--- src/design/qeb_pkg.sv ---
`default_nettype none

package qeb_pkg;

    localparam int CHECK_INTERVAL_TICKS_DEF = 10;
    localparam int DOUBLE_CLICK_TICKS_DEF = 600;
    localparam int HOLD_TICKS_DEF = 1200;
    localparam int ACCEL_MAX_DEF = 6400;

    localparam int ACCEL_RISE = 50;
    localparam int ACCEL_FALL = 2;

    localparam logic [2:0] BS_OPEN = 3'd0;
    localparam logic [2:0] BS_HELD = 3'd1;
    localparam logic [2:0] BS_RELEASED = 3'd2;
    localparam logic [2:0] BS_CLICKED = 3'd3;
    localparam logic [2:0] BS_DOUBLE = 3'd4;

    localparam logic [1:0] DIR_NONE = 2'd0;
    localparam logic [1:0] DIR_UP = 2'd1;
    localparam logic [1:0] DIR_DOWN = 2'd2;

    localparam logic [1:0] DEC_GRAY = 2'd0;
    localparam logic [1:0] DEC_FULL = 2'd1;
    localparam logic [1:0] DEC_HALF = 2'd2;

    localparam logic ACT_TICK = 1'b0;
    localparam logic ACT_READ = 1'b1;

    localparam logic [2:0] CFG_ACTIVE_LEVEL = 3'd0;
    localparam logic [2:0] CFG_STEPS_PER_NOTCH = 3'd1;
    localparam logic [2:0] CFG_DECODER_MODE = 3'd2;
    localparam logic [2:0] CFG_ACCEL_ENABLE = 3'd3;
    localparam logic [2:0] CFG_DOUBLE_CLICK_ENABLE = 3'd4;
    localparam logic [2:0] CFG_BUTTON_PRESENT = 3'd5;

    localparam int CFG_INDEX_W = 3;
    localparam int CFG_DATA_W = 3;

    localparam logic signed [1:0] FULL_TAB [16] = '{
        2'sd0, 2'sd1, -2'sd1, 2'sd0, -2'sd1, 2'sd0, 2'sd0, 2'sd1,
        2'sd1, 2'sd0, 2'sd0, -2'sd1, 2'sd0, -2'sd1, 2'sd1, 2'sd0
    };
    localparam logic signed [1:0] HALF_TAB [16] = '{
        2'sd0, 2'sd0, -2'sd1, 2'sd0, 2'sd0, 2'sd0, 2'sd0, 2'sd1,
        2'sd1, 2'sd0, 2'sd0, 2'sd0, 2'sd0, -2'sd1, 2'sd0, 2'sd0
    };

    typedef struct packed {
        logic action;
        logic pin_a;
        logic pin_b;
        logic pin_button;
    } qeb_in_t;

    typedef struct packed {
        logic signed [5:0] step_value;
        logic [1:0]        direction;
        logic [2:0]        button_state;
    } qeb_out_t;

endpackage

`default_nettype wire

--- src/design/quadrature_encoder_with_button.sv ---
// Rotary encoder decoder with acceleration and push-button click detection.
// Input channel (in_valid/in_ready/in_data): a tick transfer carries the pin
// levels sampled once per millisecond and produces no result; a read transfer
// produces exactly one result on the output channel.
// Output channel (out_valid/out_ready/out_data): step value, direction and
// button state. A read result is registered, so it appears in the cycle after
// the read transfer.
// Throughput is one input transfer per cycle unless the receiver stalls; all
// state is updated by single pass logic between the input port and the state
// and result registers. The configuration port writes a register at any edge
// with cfg_we high and should only be used while the block is idle.
// Reset clears all counters, the step accumulator and the phase, sets the
// button state to open, restores the configuration defaults and empties the
// result register.
// When the receiver stalls, the pending result is held and in_ready drops
// until it is taken; a result taken in a cycle frees the register for a new
// transfer in that same cycle.
`default_nettype none

module quadrature_encoder_with_button #(
    parameter int CHECK_INTERVAL_TICKS = qeb_pkg::CHECK_INTERVAL_TICKS_DEF,
    parameter int DOUBLE_CLICK_TICKS = qeb_pkg::DOUBLE_CLICK_TICKS_DEF,
    parameter int HOLD_TICKS = qeb_pkg::HOLD_TICKS_DEF,
    parameter int ACCEL_MAX = qeb_pkg::ACCEL_MAX_DEF
) (
    input  wire logic                            clk,
    input  wire logic                            rst_n,
    input  wire logic                            in_valid,
    output logic                                 in_ready,
    input  wire qeb_pkg::qeb_in_t                in_data,
    output logic                                 out_valid,
    input  wire logic                            out_ready,
    output qeb_pkg::qeb_out_t                    out_data,
    input  wire logic                            cfg_we,
    input  wire logic [qeb_pkg::CFG_INDEX_W-1:0] cfg_index,
    input  wire logic [qeb_pkg::CFG_DATA_W-1:0]  cfg_data
);
    import qeb_pkg::*;

    localparam int WINDOW_RAW = DOUBLE_CLICK_TICKS / CHECK_INTERVAL_TICKS;
    localparam logic [7:0] WINDOW_LEN = 8'((WINDOW_RAW > 255) ? 255 : WINDOW_RAW);
    localparam logic [15:0] HOLD_LIMIT = 16'(HOLD_TICKS / CHECK_INTERVAL_TICKS);
    localparam logic [12:0] ACCEL_LIMIT = 13'(ACCEL_MAX - ACCEL_RISE);
    localparam logic [3:0] CHECK_LIMIT = 4'(CHECK_INTERVAL_TICKS);

    logic        active_level_reg;
    logic [2:0]  steps_per_notch_reg;
    logic [1:0]  decoder_mode_reg;
    logic        accel_enable_reg;
    logic        double_click_enable_reg;
    logic        button_present_reg;

    logic signed [15:0] step_acc_reg, step_acc_next;
    logic [3:0]         phase_reg, phase_next;
    logic [12:0]        accel_reg, accel_next;
    logic [2:0]         status_reg, status_next;
    logic [15:0]        press_reg, press_next;
    logic [7:0]         window_reg, window_next;
    logic [3:0]         interval_reg, interval_next;
    logic               out_valid_reg, out_valid_next;
    qeb_out_t           out_data_reg, out_data_next;

    logic               in_fire;
    logic               a_on, b_on, btn_on;
    logic [1:0]         gray_cur, gray_diff;
    logic [3:0]         tab_phase;
    logic signed [1:0]  delta;
    logic               moved;
    logic signed [16:0] acc_sum;
    logic [12:0]        accel_dec;
    logic [3:0]         interval_inc;
    logic [5:0]         mag_wide;
    logic signed [5:0]  mag;
    logic               above_thr;

    assign in_ready = !out_valid_reg || out_ready;
    assign in_fire = in_valid && in_ready;
    assign out_valid = out_valid_reg;
    assign out_data = out_data_reg;

    assign a_on = (in_data.pin_a == active_level_reg);
    assign b_on = (in_data.pin_b == active_level_reg);
    assign btn_on = (in_data.pin_button == active_level_reg);
    assign gray_cur = {a_on, a_on ^ b_on};
    assign gray_diff = phase_reg[1:0] - gray_cur;
    assign tab_phase = {phase_reg[1:0], a_on, b_on};
    assign acc_sum = 17'(step_acc_reg) + 17'(delta);
    assign accel_dec = (accel_reg >= 13'(ACCEL_FALL)) ? accel_reg - 13'(ACCEL_FALL) : '0;
    assign interval_inc = (interval_reg < 4'd15) ? interval_reg + 4'd1 : interval_reg;
    assign mag_wide = 6'd1 + (accel_enable_reg ? {1'b0, accel_reg[12:8]} : 6'd0);
    assign mag = (mag_wide > 6'd31) ? 6'sd31 : $signed(mag_wide);

    always_comb
    begin
        case (steps_per_notch_reg)
            3'd2: above_thr = (step_acc_reg >= 16'sd2);
            3'd4: above_thr = (step_acc_reg >= 16'sd4);
            default: above_thr = (step_acc_reg >= 16'sd1);
        endcase
    end

    always_comb
    begin
        delta = 2'sd0;
        moved = 1'b0;
        phase_next = phase_reg;
        case (decoder_mode_reg)
            DEC_GRAY:
            begin
                if (gray_diff[0])
                begin
                    phase_next = {2'b00, gray_cur};
                    delta = gray_diff[1] ? 2'sd1 : -2'sd1;
                    moved = 1'b1;
                end
            end
            DEC_FULL:
            begin
                phase_next = tab_phase;
                delta = FULL_TAB[tab_phase];
                moved = (delta != 2'sd0);
            end
            DEC_HALF:
            begin
                phase_next = tab_phase;
                delta = HALF_TAB[tab_phase];
                moved = (delta != 2'sd0);
            end
            default:
            begin
                phase_next = phase_reg;
            end
        endcase
        if (!in_fire || in_data.action != ACT_TICK)
        begin
            phase_next = phase_reg;
        end
    end

    always_comb
    begin
        step_acc_next = step_acc_reg;
        accel_next = accel_reg;
        status_next = status_reg;
        press_next = press_reg;
        window_next = window_reg;
        interval_next = interval_reg;
        out_valid_next = out_valid_reg && !out_ready;
        out_data_next = out_data_reg;

        if (in_fire && in_data.action == ACT_TICK)
        begin
            if (moved)
            begin
                if (acc_sum[16] != acc_sum[15])
                begin
                    step_acc_next = acc_sum[16] ? -16'sd32768 : 16'sd32767;
                end
                else
                begin
                    step_acc_next = acc_sum[15:0];
                end
            end
            if (accel_enable_reg)
            begin
                accel_next = (moved && accel_dec <= ACCEL_LIMIT)
                           ? accel_dec + 13'(ACCEL_RISE) : accel_dec;
            end
            interval_next = interval_inc;
            if (button_present_reg && interval_inc >= CHECK_LIMIT)
            begin
                interval_next = 4'd0;
                if (btn_on)
                begin
                    press_next = (press_reg == 16'hFFFF) ? press_reg : press_reg + 16'd1;
                    if (press_next > HOLD_LIMIT)
                    begin
                        status_next = BS_HELD;
                    end
                end
                else
                begin
                    if (press_reg != 16'd0)
                    begin
                        if (status_reg == BS_HELD)
                        begin
                            status_next = BS_RELEASED;
                            window_next = 8'd0;
                        end
                        else if (window_reg > 8'd1)
                        begin
                            if (window_reg < WINDOW_LEN)
                            begin
                                status_next = BS_DOUBLE;
                                window_next = 8'd0;
                            end
                        end
                        else
                        begin
                            window_next = double_click_enable_reg ? WINDOW_LEN : 8'd1;
                        end
                    end
                    press_next = 16'd0;
                end
                if (window_next > 8'd0)
                begin
                    window_next = (window_next >= 8'd2) ? window_next - 8'd2 : 8'd0;
                    if (window_next == 8'd0)
                    begin
                        status_next = BS_CLICKED;
                    end
                end
            end
        end
        else if (in_fire)
        begin
            out_valid_next = 1'b1;
            out_data_next.button_state = status_reg;
            out_data_next.step_value = 6'sd0;
            out_data_next.direction = DIR_NONE;
            if (status_reg != BS_HELD)
            begin
                status_next = BS_OPEN;
                case (steps_per_notch_reg)
                    3'd2: step_acc_next = {15'd0, step_acc_reg[0]};
                    3'd4: step_acc_next = {14'd0, step_acc_reg[1:0]};
                    default: step_acc_next = 16'sd0;
                endcase
                if (step_acc_reg[15])
                begin
                    out_data_next.step_value = -mag;
                    out_data_next.direction = DIR_DOWN;
                end
                else if (above_thr)
                begin
                    out_data_next.step_value = mag;
                    out_data_next.direction = DIR_UP;
                end
            end
        end
    end

    always_ff @(posedge clk or negedge rst_n)
    begin
        if (!rst_n)
        begin
            active_level_reg <= 1'b0;
            steps_per_notch_reg <= 3'd4;
            decoder_mode_reg <= DEC_GRAY;
            accel_enable_reg <= 1'b1;
            double_click_enable_reg <= 1'b1;
            button_present_reg <= 1'b1;
        end
        else if (cfg_we)
        begin
            case (cfg_index)
                CFG_ACTIVE_LEVEL: active_level_reg <= cfg_data[0];
                CFG_STEPS_PER_NOTCH: steps_per_notch_reg <= cfg_data[2:0];
                CFG_DECODER_MODE: decoder_mode_reg <= cfg_data[1:0];
                CFG_ACCEL_ENABLE: accel_enable_reg <= cfg_data[0];
                CFG_DOUBLE_CLICK_ENABLE: double_click_enable_reg <= cfg_data[0];
                CFG_BUTTON_PRESENT: button_present_reg <= cfg_data[0];
                default: ;
            endcase
        end
    end

    always_ff @(posedge clk or negedge rst_n)
    begin
        if (!rst_n)
        begin
            step_acc_reg <= '0;
            phase_reg <= '0;
            accel_reg <= '0;
            status_reg <= BS_OPEN;
            press_reg <= '0;
            window_reg <= '0;
            interval_reg <= '0;
            out_valid_reg <= 1'b0;
        end
        else
        begin
            step_acc_reg <= step_acc_next;
            phase_reg <= phase_next;
            accel_reg <= accel_next;
            status_reg <= status_next;
            press_reg <= press_next;
            window_reg <= window_next;
            interval_reg <= interval_next;
            out_valid_reg <= out_valid_next;
        end
    end

    always_ff @(posedge clk)
    begin
        out_data_reg <= out_data_next;
    end

endmodule

`default_nettype wire

--- config.mk ---
export PLATFORM = sky130hd
export DESIGN_NAME = quadrature_encoder_with_button
export DESIGN_NICKNAME = d
export VERILOG_FILES = /design/src/design/qeb_pkg.sv /design/src/design/quadrature_encoder_with_button.sv
export SDC_FILE = /design/constraint.sdc
export NUM_CORES = 1
export LEC_CHECK = 0
export BUFFER_PORTS_ARGS = -buffer_cell sky130_fd_sc_hd__buf_2
export CORE_UTILIZATION = 45
export CTS_BUF_LIST = sky130_fd_sc_hd__clkbuf_4 sky130_fd_sc_hd__clkbuf_8 sky130_fd_sc_hd__clkbuf_16
export DETAILED_ROUTE_END_ITERATION = 12
export GPL_TIMING_DRIVEN = 0
export PLACE_DENSITY_LB_ADDON = 0.3
export SKIP_LAST_GASP = 1
export SLEW_MARGIN = 10
export SYNTH_ARGS = -nofsm -noshare
export SYNTH_HDL_FRONTEND = slang
export SYNTH_SLANG_ARGS = --single-unit
--- constraint.sdc ---
create_clock -name clk -period 6.4 [get_ports clk]
set_clock_uncertainty 0.1 [all_clocks]
set_input_delay 0.96 -clock clk [delete_from_list [all_inputs] [get_ports clk]]
set_output_delay 0.96 -clock clk [all_outputs]
set_load 0.01 [all_outputs]
==> impl_metrics.env <==
export IMPL_intPower_mw=1.64
export IMPL_port_buffers=27
export IMPL_final_cell_mix="93 x nand2_1, 74 x nor2_1, 68 x dfrtp_1"
export IMPL_synth_nets=856
export IMPL_power_frac_comb=0.532
export IMPL_grt_pass1_wl_um=27700
export IMPL_p_sw_mw=1.24
export IMPL_cp_end_kind="flop"
export IMPL_setup_viol=0
export IMPL_async_flop_share=0.867
export IMPL_start_util=0.463
export IMPL_ys_seq_area_frac=0.318
export IMPL_grt_pass1_vias=5559
export IMPL_tightest_slew_ns=0.893
export IMPL_utilization=0.513
export IMPL_synth_cell_types=86
export IMPL_dieArea_um2=15400
export IMPL_max_clock_path_buffers=2
export IMPL_cp_required_ns=6.57
export IMPL_synth_adder_area_share=0.0662
export IMPL_min_path_type="input pin to async pin"
export IMPL_cp_data_arrival_time_ns=6.03
export IMPL_cts_root_buffer="clkbuf_16"
export IMPL_die_height_um=124
export IMPL_power_density_nw_per_um2=386
export IMPL_drtIter0Drc=399
export IMPL_core_um2=14500
export IMPL_p_leak_nw=3.11
export IMPL_rsz0062_at_grt="no"
export IMPL_synth_top_family_by_area="simple AND/OR/NAND/NOR gates"
export IMPL_synthMuxAreaShare=0.0305
export IMPL_viasPerCell=5.82
export IMPL_drc=0
export IMPL_hold_viol=0
export IMPL_synth_edf_count=11
export IMPL_diodes=0
export IMPL_yosys_most_used_dff="dfrtp_1"
export IMPL_fmax_ghz=0.171
export IMPL_seq_power_share=0.267
export IMPL_setup_slack_ns=0.539
export IMPL_routedWlPerCell_um=15.6
export IMPL_final_nets=895
export IMPL_drtPass1Iterations=5
export IMPL_grtUsageTotal=0.217
export IMPL_drive_above_1_share=0.116
export IMPL_p_sw_frac=0.431
export IMPL_cts_tree="yes"
export IMPL_dpl_hpwl_um=11700
export IMPL_synth_xor_area_frac=0.0506
export IMPL_numCtsBuffers=9
export IMPL_clock_latency_ns=0.35
export IMPL_via_count=6020
export IMPL_grt_max_degree=61
export IMPL_ys_ff_latch=83
export IMPL_min_period_ns=5.86
export IMPL_rows=44
export IMPL_routed_wl_um=16100
export IMPL_gp_congestion=0.903
export IMPL_ir_drop_uv=214
export IMPL_clk_pin_slew_ns=0.06
export IMPL_final_period_utilization=0.916
export IMPL_area_growth_pct=10.9
export IMPL_synthCells=806
export IMPL_cp_max_fo=16
export IMPL_maxSlewViolCount=0
export IMPL_syn_avg_cell_area_um2=8.34
export IMPL_start_kind="input pin"
export IMPL_antenna_found_initial=0
export IMPL_place_ws_ns=-0.0372
export IMPL_status="finished, final reports clean"
export IMPL_power_total_mw=2.88
export IMPL_synth_simple_gate_area_frac=0.245
export IMPL_htreeDepth=3
export IMPL_max_slew_margin=0.400
export IMPL_ant_nets=0
export IMPL_die_x_um=124
export IMPL_worstSetupPathType="input pin to flop"
export IMPL_synth_area_um2=6720
export IMPL_clock_sinks=83
export IMPL_synth_warnings=0
export IMPL_cap_violations=0
export IMPL_r2r_cells=19
export IMPL_grt_overflow=0
export IMPL_power_share_clock=0.200
export IMPL_synth_compound_area_frac=0.234
export IMPL_pin_count=28
export IMPL_final_common_cell="nand2_1"
## power by group through the flow
stage | Sequential (mW) | Combinational, mW | Clock (mW)
2_1_floorplan | 0.753 | 1.19 | 0
3_3_place_gp | 0.774 | 1.49 | 0
3_5_place_dp | 0.776 | 1.51 | 0
4_1_cts | 0.767 | 1.52 | 0.588
5_1_grt | 0.784 | 1.73 | 0.609
6_report | 0.769 | 1.53 | 0.576
## per-layer routing
| metal | routed length, um | global-route usage |
|---|---|---|
| met5 | 0 | 0 |
| met2 | 7500 | 0.351 |
| met1 | 7710 | 0.299 |
| met4 | 188 | 0.0510 |
| met3 | 686 | 0.0431 |
## cell type report
cell class	instances	area (um2)
fillers	1397	7080
multi-input cells	648	4230
flip-flops and latches	83	2140
plain buffers	48	272
clock buffers	10	239
well taps	184	230
repair buffers	28	165
inverters	27	101
clock inverters	6	88.8
## critical path, stage by stage
cell,delay [ns]
buf_2,0.10
xnor2_1,0.36
inv_1,0.15
ha_1,0.37
ha_1,0.21
xor2_1,0.15
xnor2_1,0.13
a22oi_1,0.11
o21ai_4,0.44
ha_1,0.33
o21ai_0,0.14
o21ai_0,0.26
nand4_1,0.17
a311oi_1,0.51
a21boi_0,0.31
xnor2_1,0.57
clkbuf_1,0.47
nor2_1,0.10
o21ai_0,0.16
## per-stage QoR
stage | setup TNS, ns | cell area, um2 | std cells | hold WS, ns
after floorplan | 0 | 6720 | 806 | 0.345
after global placement | -14.81 | 7090 | 1017 | 0.370
after detailed placement | -0.142 | 7120 | 1018 | 0.376
after CTS | 0 | 7450 | 1034 | 0.363
after global routing | 0 | 7460 | 1034 | 0.368
final | 0 | 7460 | 1034 | 0.361
## cells by family (layout without fill, tap and decap cells)
kind of cell    after synthesis  after routing
flops                        83             83
fa+ha+maj                    35             35
buf+inv                      75            119
simple gates                319            319
xor+xnor                     38             38
compound gates              239            239
mux                          17             17
## worst paths after layout
kind | start | to | slack [ns]
setup / recovery | in_data[2] | step_acc_reg[5] | 0.54
hold / removal | rst_n | out_valid | 0.36
hold reg to reg | window_reg[0] | window_reg[0] | 0.40
max in group asynchronous | rst_n | double_click_enable_reg | 5.24
setup reg to reg | active_level_reg | step_acc_reg[5] | 0.63
min in group clk | window_reg[0] | window_reg[0] | 0.40
## synth_stat cells (all sizes together) (3+ instances only)
library cell  count  area (um2)
nor3             29         150
nand3            21         105
nor4b             3        41.3
edfxtp           11         330
dfstp             4         105
nor4bb            3        45.0
a211oi           12        90.1
o21ai            71         355
nor2b             8        50.1
xor2              9        78.8
inv              27         101
a21boi            5        41.3
o211ai            7        52.6
o21bai            4        30.0
mux2i             7        70.1
o41ai             6        78.8
or3               4        25.0
xnor2            29         262
a31oi            19         119
and3             18         114
nand4b            5        43.8
a21oi            48         252
and4              6        52.6
a41oi             3        26.3
a2111oi           5        51.3
o21a              7        52.6
o22a              3        26.3
nor4              6        50.0
ha               34         425
clkbuf           36         205
nand2            93         349
dfrtp            68        1700
o31ai             9        67.6
a22oi             4        30.0
a21o             14         106
nor3b             7        57.6
buf              12        66.3
a211o             3        27.5
or3b              4        35.0
nand4            16         100
nor2             74         278
nand3b            4        30.0
and2             12        75.1
mux2              8        90.1
## repair_timing
action / 4_1_cts / 5_1_grt
setup buffers: 0 / 0
resized for setup: 0 / 1
hold buffers: 0 / 0
setup endpoints to repair: 0 / 13
endpoints found under the hold margin: 0 / 0
Power figures use the tool's default switching activity.
